--- src/rtl/qdd_pkg.sv ---
// ----------------------------------------------------------------------------
// qdd_pkg
// Shared types, constants and the Gray-code direction table for the
// quadrature detent decoder.
// ----------------------------------------------------------------------------
package qdd_pkg;

    // Width of the signed step accumulator and of its widened sum.
    localparam int ACC_W = 9;
    localparam int SUM_W = ACC_W + 1;

    // Width of the steps-per-detent setting.
    localparam int PER_W = 8;

    // Stream word widths, padded to whole bytes.
    localparam int IN_DATA_W  = 8;
    localparam int OUT_DATA_W = 8;

    // Configuration port widths.
    localparam int APB_ADDR_W = 3;
    localparam int APB_DATA_W = 32;

    // Register indexes.
    localparam logic REG_STEPS_PER_DETENT = 1'b0;

    // Reset value of the steps-per-detent register.
    localparam logic [PER_W-1:0] STEPS_PER_DETENT_RST = PER_W'(4);

    typedef logic signed [1:0]       step_t;
    typedef logic signed [ACC_W-1:0] acc_t;
    typedef logic signed [SUM_W-1:0] sum_t;
    typedef logic [1:0]              phase_t;
    typedef logic [PER_W-1:0]        per_t;

    // Decoder state carried from one sample to the next.
    typedef struct packed {
        logic   seeded;
        phase_t last_phase;
        acc_t   acc;
    } qdd_state_t;

    localparam step_t STEP_NONE = 2'sb00;
    localparam step_t STEP_FWD  = 2'sb01;
    localparam step_t STEP_REV  = 2'sb11;

    // Direction of a move, indexed by {previous phase, current phase}.
    // No change and a change of both phases at once both give no step.
    function automatic step_t quad_dir(input logic [3:0] code);
        step_t dir;
        unique case (code)
            4'd1, 4'd7, 4'd8, 4'd14: dir = STEP_REV;
            4'd2, 4'd4, 4'd11, 4'd13: dir = STEP_FWD;
            default:                  dir = STEP_NONE;
        endcase
        return dir;
    endfunction

endpackage

--- src/rtl/qdd_cfg.sv ---
// ----------------------------------------------------------------------------
// qdd_cfg
// Register file behind the configuration port: holds the steps-per-detent
// setting and returns it on reads.
// ----------------------------------------------------------------------------
module qdd_cfg (
    input  logic                           clk,
    input  logic                           rst_n,
    input  logic                           psel,
    input  logic                           penable,
    input  logic                           pwrite,
    input  logic [qdd_pkg::APB_ADDR_W-1:0] paddr,
    input  logic [qdd_pkg::APB_DATA_W-1:0] pwdata,
    output logic [qdd_pkg::APB_DATA_W-1:0] prdata,
    output logic                           pready,
    output qdd_pkg::per_t                  steps_per_detent
);
    import qdd_pkg::*;

    per_t steps_per_detent_reg;
    logic reg_index;
    logic wr_en;

    // Registers lie on 32-bit word boundaries.
    assign reg_index = paddr[2];
    assign pready    = 1'b1;
    assign wr_en     = psel && penable && pwrite && pready;

    // Setting register; writes to unmapped addresses are dropped.
    always_ff @(posedge clk or negedge rst_n)
    begin
        if (!rst_n)
        begin
            steps_per_detent_reg <= STEPS_PER_DETENT_RST;
        end
        else if (wr_en && (reg_index == REG_STEPS_PER_DETENT))
        begin
            steps_per_detent_reg <= pwdata[PER_W-1:0];
        end
    end

    // Read-back path.
    always_comb
    begin
        prdata = '0;
        if (reg_index == REG_STEPS_PER_DETENT)
        begin
            prdata = APB_DATA_W'(steps_per_detent_reg);
        end
    end

    assign steps_per_detent = steps_per_detent_reg;

endmodule

--- src/rtl/qdd_step.sv ---
// ----------------------------------------------------------------------------
// qdd_step
// Decodes one phase sample against the previous one, accumulates valid
// steps and works out the detent report and the next decoder state.
// ----------------------------------------------------------------------------
module qdd_step (
    input  qdd_pkg::phase_t     phase,
    input  qdd_pkg::per_t       per,
    input  qdd_pkg::qdd_state_t state_cur,
    output qdd_pkg::qdd_state_t state_next,
    output qdd_pkg::step_t      detent_step
);
    import qdd_pkg::*;

    step_t dir;
    sum_t  sum;
    sum_t  per_pos;
    sum_t  per_neg;
    logic  per_direct;

    // Direction of this move; the first sample only seeds the phase.
    assign dir = state_cur.seeded ? quad_dir({state_cur.last_phase, phase}) : STEP_NONE;

    assign sum        = SUM_W'(state_cur.acc) + SUM_W'(dir);
    assign per_pos    = sum_t'({1'b0, 1'b0, per});
    assign per_neg    = -per_pos;
    assign per_direct = (per <= PER_W'(1));

    // Accumulate and group steps into detents.
    always_comb
    begin
        state_next.seeded     = 1'b1;
        state_next.last_phase = phase;
        state_next.acc        = state_cur.acc;
        detent_step           = STEP_NONE;
        if (dir != STEP_NONE)
        begin
            priority if (per_direct)
            begin
                state_next.acc = '0;
                detent_step    = dir;
            end
            else if (sum >= per_pos)
            begin
                state_next.acc = ACC_W'(sum - per_pos);
                detent_step    = STEP_FWD;
            end
            else if (sum <= per_neg)
            begin
                state_next.acc = ACC_W'(sum + per_pos);
                detent_step    = STEP_REV;
            end
            else
            begin
                state_next.acc = ACC_W'(sum);
            end
        end
    end

endmodule

--- src/rtl/qdd_core.sv ---
// ----------------------------------------------------------------------------
// qdd_core
// Input register, decoder state and result register around the step logic.
// Takes one sample per cycle while the result side keeps moving.
// ----------------------------------------------------------------------------
module qdd_core (
    input  logic                           clk,
    input  logic                           rst_n,
    input  logic                           s_axis_tvalid,
    output logic                           s_axis_tready,
    input  logic [qdd_pkg::IN_DATA_W-1:0]  s_axis_tdata,
    output logic                           m_axis_tvalid,
    input  logic                           m_axis_tready,
    output logic [qdd_pkg::OUT_DATA_W-1:0] m_axis_tdata,
    input  qdd_pkg::per_t                  steps_per_detent
);
    import qdd_pkg::*;

    logic       in_valid_reg;
    phase_t     phase_reg;
    qdd_state_t state_reg;
    qdd_state_t state_next;
    logic       out_valid_reg;
    step_t      out_step_reg;
    step_t      step_next;
    logic       advance;
    logic       fire;
    logic       take;

    // Handshake: the input register drains whenever the result register can load.
    assign advance       = !out_valid_reg || m_axis_tready;
    assign fire          = in_valid_reg && advance;
    assign s_axis_tready = !in_valid_reg || advance;
    assign take          = s_axis_tvalid && s_axis_tready;

    // Input register; the phase code is {A, B}.
    always_ff @(posedge clk or negedge rst_n)
    begin
        if (!rst_n)
        begin
            in_valid_reg <= 1'b0;
        end
        else if (take)
        begin
            in_valid_reg <= 1'b1;
        end
        else if (advance)
        begin
            in_valid_reg <= 1'b0;
        end
    end

    always_ff @(posedge clk)
    begin
        if (take)
        begin
            phase_reg <= {s_axis_tdata[0], s_axis_tdata[1]};
        end
    end

    qdd_step u_step (
        .phase       (phase_reg),
        .per         (steps_per_detent),
        .state_cur   (state_reg),
        .state_next  (state_next),
        .detent_step (step_next)
    );

    // Decoder state advances once per processed sample.
    always_ff @(posedge clk or negedge rst_n)
    begin
        if (!rst_n)
        begin
            state_reg <= '0;
        end
        else if (fire)
        begin
            state_reg <= state_next;
        end
    end

    // Result register.
    always_ff @(posedge clk or negedge rst_n)
    begin
        if (!rst_n)
        begin
            out_valid_reg <= 1'b0;
        end
        else if (fire)
        begin
            out_valid_reg <= 1'b1;
        end
        else if (m_axis_tready)
        begin
            out_valid_reg <= 1'b0;
        end
    end

    always_ff @(posedge clk)
    begin
        if (fire)
        begin
            out_step_reg <= step_next;
        end
    end

    assign m_axis_tvalid = out_valid_reg;
    assign m_axis_tdata  = OUT_DATA_W'({6'b0, out_step_reg});

    // A sample held back by a stalled result stays in the input register.
    a_hold_input: assert property (@(posedge clk) disable iff (!rst_n)
        (in_valid_reg && !advance) |=> in_valid_reg)
        else $error("input word lost while result stalled");

    // The seeding sample never reports a detent.
    a_seed_quiet: assert property (@(posedge clk) disable iff (!rst_n)
        (fire && !state_reg.seeded) |=> (out_step_reg == STEP_NONE))
        else $error("seeding sample reported a detent");

    // In direct mode the accumulator is emptied after every valid step.
    a_direct_clear: assert property (@(posedge clk) disable iff (!rst_n)
        (fire && (step_next != STEP_NONE) && (steps_per_detent <= PER_W'(1)))
        |=> (state_reg.acc == '0))
        else $error("accumulator not cleared in direct mode");

    // The accumulator magnitude stays within the setting range.
    a_acc_range: assert property (@(posedge clk) disable iff (!rst_n)
        state_reg.acc != acc_t'({1'b1, {(ACC_W-1){1'b0}}}))
        else $error("accumulator out of range");

endmodule

--- src/rtl/quadrature_detent_decoder.sv ---
// Path: a sample accepted into the input register moves into the result register once that
// register can load, and its word is then offered on the detent stream.
// Throughput: one sample per cycle, set by the single decode step between the input
// register and the result register; while a result word stalls, one more sample waits.
// Reset: rst_n clears the handshake state, the decoder state and the
// accumulator; steps_per_detent returns to 4 and the first sample seeds.
// ----------------------------------------------------------------------------
// quadrature_detent_decoder
// X4 quadrature decoder that groups valid steps into detent counts, with a
// configuration port for the steps-per-detent setting.
// ----------------------------------------------------------------------------
module quadrature_detent_decoder (
    input  logic                           clk,
    input  logic                           rst_n,
    // APB configuration port
    input  logic                           psel,
    input  logic                           penable,
    input  logic                           pwrite,
    input  logic [qdd_pkg::APB_ADDR_W-1:0] paddr,
    input  logic [qdd_pkg::APB_DATA_W-1:0] pwdata,
    output logic [qdd_pkg::APB_DATA_W-1:0] prdata,
    output logic                           pready,
    // Sample stream
    input  logic                           s_axis_tvalid,
    output logic                           s_axis_tready,
    input  logic [qdd_pkg::IN_DATA_W-1:0]  s_axis_tdata,  // [0] phase_a, [1] phase_b
    // Detent stream
    output logic                           m_axis_tvalid,
    input  logic                           m_axis_tready,
    output logic [qdd_pkg::OUT_DATA_W-1:0] m_axis_tdata   // [1:0] detent_step
);
    import qdd_pkg::*;

    per_t steps_per_detent;

    qdd_cfg u_cfg (
        .clk              (clk),
        .rst_n            (rst_n),
        .psel             (psel),
        .penable          (penable),
        .pwrite           (pwrite),
        .paddr            (paddr),
        .pwdata           (pwdata),
        .prdata           (prdata),
        .pready           (pready),
        .steps_per_detent (steps_per_detent)
    );

    qdd_core u_core (
        .clk              (clk),
        .rst_n            (rst_n),
        .s_axis_tvalid    (s_axis_tvalid),
        .s_axis_tready    (s_axis_tready),
        .s_axis_tdata     (s_axis_tdata),
        .m_axis_tvalid    (m_axis_tvalid),
        .m_axis_tready    (m_axis_tready),
        .m_axis_tdata     (m_axis_tdata),
        .steps_per_detent (steps_per_detent)
    );

endmodule

--- config.mk ---
export PLATFORM = sky130hd
export DESIGN_NAME = quadrature_detent_decoder
export DESIGN_NICKNAME = d
export VERILOG_FILES = /design/src/rtl/qdd_pkg.sv /design/src/rtl/qdd_cfg.sv /design/src/rtl/qdd_step.sv /design/src/rtl/qdd_core.sv /design/src/rtl/quadrature_detent_decoder.sv
export SDC_FILE = /design/constraint.sdc
export NUM_CORES = 1
export LEC_CHECK = 0
export BUFFER_PORTS_ARGS = -buffer_cell sky130_fd_sc_hd__buf_4
export CORE_AREA = 2 2 86 88
export CTS_CLUSTER_DIAMETER = 60
export DETAILED_ROUTE_END_ITERATION = 10
export DIE_AREA = 0 0 88 90
export GPL_TIMING_DRIVEN = 0
export PLACE_DENSITY = 0.67
export SYNTH_ARGS = -nofsm -noshare
export SYNTH_HDL_FRONTEND = slang
export SYNTH_SLANG_ARGS = --single-unit
--- constraint.sdc ---
create_clock -name clk -period 5.7 [get_ports clk]
set_clock_uncertainty 0.2 [all_clocks]
set_input_delay 1.14 -clock clk [delete_from_list [all_inputs] [get_ports clk]]
set_output_delay 1.14 -clock clk [all_outputs]
set_load 0.05 [all_outputs]
==> results.rst <==
.. list-table::
   :header-rows: 1

   * - Metric
     - Value
   * - Status
     - finished, final reports clean
   * - Vias per Instance
     - a little over 5
   * - Relative contribution of the clock network to total power
     - 0.069
   * - Hold-fix buffers, CTS
     - 0
   * - Least-Margin Pin Slew
     - roughly 760 ps
   * - I/O Buffers
     - 28
   * - Critical Path Source Type
     - register
   * - Detailed-route DRC error count
     - 0
   * - Clock transition at the registers of the reported paths
     - approximately 100 ps
   * - Deepest level of the CTS H-tree
     - 1
   * - Delay of the slowest cell on the worst path
     - 520 ps
   * - CTS buffer count
     - 3
   * - Effective utilization at floorplan
     - 0.431
   * - Per-instance average area after synthesis
     - 8.65 um2
   * - Worst hold path class
     - register to register
   * - Cell-internal power
     - 1.10 mW
   * - All-layer global routing usage
     - 0.184
   * - Clk buf depth
     - 2
   * - Placeable core area
     - about 7000 um2
   * - Global-route wire length before repair
     - about 12 mm
   * - Clock root buffer
     - sky130_fd_sc_hd__clkbuf_8
   * - Count of TritonRoute iterations in the first routing pass
     - 4
   * - Relative slew margins
     - 0.488
   * - Horizontal extent of the die
     - 88 um
   * - Maximum number of pins on one net before global-route repair
     - 23
   * - Worst setup path category
     - register to register
   * - Netlist cell types
     - between 60 and 70
   * - Nature of the critical path endpoint
     - register
   * - Dominant synthesized flop cell
     - sky130_fd_sc_hd__dfrtp_1
   * - Max cap viols
     - 0
   * - Cell breakdown of the critical path
     - inv_1, ha_1, xnor2_1, and2_1, ha_1, inv_1, fa_1, nand2b_1, a21oi_1, nor2_1, xnor2_2, ha_1, o21a_1, o22ai_1, a41o_1, a211oi_4, o41a_4, o21ai_1, or3b_1, a22o_1
   * - Seq/Total Area, Yosys
     - 0.222
   * - Switching Share
     - 0.535
   * - Yosys warns
     - 0
   * - DR iter-0 viols
     - approximately 170
   * - Total Routed Length
     - 7.14 mm
   * - Number of nets with antenna violations after routing
     - 0
   * - Total placed instance area
     - 3470 um2
   * - CP required
     - 5680 ps
   * - Finished layout cell area
     - about 3600 um2
   * - Count of inserted antenna diode cells
     - 0
   * - # setup viols final
     - 0
   * - Fraction of layout cells with a size suffix above 1
     - 0.218
   * - Number of flops mapped to enable cells by yosys
     - 4
   * - Cell with the largest stage delay on the worst path
     - sky130_fd_sc_hd__o41a_4
   * - Combinational share of power
     - 0.807
   * - NumNets Final
     - a little over 500
   * - Unrepaired setup endpoints after global routing
     - false
   * - Worst path buffer plus inverter count
     - 2
   * - Gpl congestion
     - ~0.88
   * - Ports placed on the boundary
     - 93
   * - Seq pwr share
     - 0.125
   * - CP most frequent cell
     - sky130_fd_sc_hd__ha_1
   * - Sinks on Clock Net
     - 26
   * - Cell Rows
     - 31
   * - Kind of cell adding the most delay to the critical path
     - compound AO/OA/AOI/OAI gates
   * - Switching power summed over all nets
     - around 1.3 mW
   * - Post-synthesis to final-layout area growth
     - 18.6%
   * - Number of global-route vias before repair
     - about 2600
   * - Leakage dissipation
     - 1.78 nW
   * - Crit path time final
     - ~5300 ps
   * - Achievable frequency
     - approximately 0.19 GHz
   * - Worst IR drop on VDD
     - 0.304 mV
   * - Power density cells
     - 659 nW/um2
   * - Final Max Tran Viols
     - 0
   * - Post-Syn Area
     - just over 3000 um2
   * - TritonCTS clock tree
     - done
   * - Worst Path Max Fanout
     - 9
   * - Hold Violations, Final
     - 0
   * - Post-detailed-route wirelength per cell
     - 13.9 um
   * - Clock latency at the later pin of the worst-skew pair
     - just under 300 ps
   * - GRT Residual Overflow
     - 0
   * - Total via count after detailed routing
     - 2632
   * - Final worst-path cycle share
     - 0.926
   * - Post-route setup TNS
     - 0 ps
   * - Flip-flop count of the largest register, all copies and words added
     - 12
   * - Async SR Flop Fraction
     - 0.846
   * - Register bit total from synthesis
     - 26
   * - Detailed-placement wirelength estimate
     - 5.82 mm
   * - Die extent in y
     - ~90 um
   * - Antenna violations before repair
     - 0
   * - Worst EP arrival
     - between 5000 and 6000 ps
   * - Full die area
     - around 8000 um2
   * - Post-Syn Instances
     - 350
cell usage in the layout, fill, tap and decap left out, types with 6 or more instances in the layout:
cell type / count
sky130_fd_sc_hd__a21o_1: 6
sky130_fd_sc_hd__a21oi_1: 21
sky130_fd_sc_hd__buf_4: 62
sky130_fd_sc_hd__conb_1: 31
sky130_fd_sc_hd__dfrtp_1: 21
sky130_fd_sc_hd__ha_1: 39
sky130_fd_sc_hd__inv_1: 26
sky130_fd_sc_hd__mux2_2: 8
sky130_fd_sc_hd__nand2_1: 22
sky130_fd_sc_hd__nand2b_1: 10
sky130_fd_sc_hd__nand3_1: 8
sky130_fd_sc_hd__nand4_1: 7
sky130_fd_sc_hd__nor2_1: 28
sky130_fd_sc_hd__o21ai_0: 10
sky130_fd_sc_hd__xnor2_1: 15
synthesized netlist by cell type (all sizes together) (3+ instances only):
cell type	n	area, um2
edfxtp	4	120
nand2	23	86.3
nor2	28	105
nor3	5	30.0
o21bai	5	37.5
o31ai	5	37.5
o211a	3	30.0
clkbuf	6	22.5
a32oi	3	26.3
a31oi	4	25.0
ha	39	488
nand3	8	40.0
inv	26	97.6
fa	3	60.1
xnor2	17	149
a211oi	3	27.5
nand2b	10	62.6
o21ai	13	65.1
o211ai	3	22.5
nand4	7	43.8
a21o	6	45.0
mux2i	3	30.0
mux2	8	90.1
buf	31	233
and2	6	37.5
a21oi	22	114
dfrtp	21	526
per-stage QoR:
step / utilization / setup WS, ps / hold WS (ps) / power (mW) / std cells
floorplan: - / 748 / 240 / 1.71 / 379
CTS: 0.505 / 44.2 / 295 / 2.28 / 510
global placement: 0.494 / 177 / 263 / 2.08 / 506
finish: 0.512 / 419 / 296 / 2.37 / 512
global route: 0.512 / 0.432 / 331 / 2.60 / 512
detailed placement: 0.494 / 69.4 / 270 / 2.11 / 506
worst reg2reg max path, delay by kind of cell, from the launching register on:
family                     cells  cell delay [ps]
DFF                            1              440
AOI/OAI and AO/OA              8             1730
adders and majority gates      4             1200
xor gates and xnor gates       2              490
and+or+nand+nor                4              900
buffers and inverters          2              190
timing repair:
item                       4_1_cts  5_1_grt
setup endpoints to repair        0       11
setup buffers                    0        3
resized for setup                0        9
routing by layer:
metal | global-route usage | vias to the layer above | part of all wire
li1 | - | 1319 | -
met3 | 0.0220 | 7 | 0.068
met1 | 0.231 | 1208 | 0.42
met4 | 0.0513 | 0 | 0.012
met5 | 0 | - | 0
met2 | 0.327 | 98 | 0.50
final cells by class:
class	count	area, um2
inverters	26	97.6
repair buffers	31	233
well taps	99	124
flip-flops and latches	26	672
fillers	657	3430
multi-input cells	290	2140
clock inverters	1	30.0
clock buffers	3	41.3
plain buffers	36	253
power groups by stage:
stage | registers (mW) | clock network (mW) | logic, mW
after detailed placement | 0.300 | 0 | 1.81
after global routing | 0.304 | 0.173 | 2.13
after global placement | 0.297 | 0 | 1.78
after CTS | 0.296 | 0.166 | 1.82
final | 0.295 | 0.163 | 1.91
after floorplan | 0.308 | 0 | 1.40
worst paths after layout:
| kind | startpoint | to | cells past startpoint | slack (ps) |
|---|---|---|---|---|
| min | u_core.state_reg[11]$_DFFE_PN0P_ | u_core.state_reg[11]$_DFFE_PN0P_ | 1 | 300 |
| max in group asynchronous | rst_n | u_cfg.steps_per_detent[2]$_DFFE_PN1P_ | 1 | 4490 |
| max reg2reg | u_core.phase_reg[0]$_DFFE_PP_ | u_core.state_reg[8]$_DFFE_PN0P_ | 20 | 420 |
| max | u_core.phase_reg[0]$_DFFE_PP_ | u_core.state_reg[8]$_DFFE_PN0P_ | 20 | 420 |
| min in group asynchronous | rst_n | u_cfg.steps_per_detent[4]$_DFFE_PN0P_ | 1 | 530 |
| min reg2reg | u_core.state_reg[11]$_DFFE_PN0P_ | u_core.state_reg[11]$_DFFE_PN0P_ | 1 | 300 |
kinds of logic (layout without fill, tap and decap cells):
group           count (synthesis)  after routing  share of synthesized area
simple gates                  100            100                      0.167
compound gates                 87             87                      0.212
buf+inv                        63             97                      0.117
fa+ha+maj                      42             42                      0.181
flops                          26             26                      0.222
xor+xnor                       18             18                     0.0521
mux                            12             12                     0.0471
other cells                     2             31                    0.00248
No activity file was read; power rests on OpenSTA's default activity.
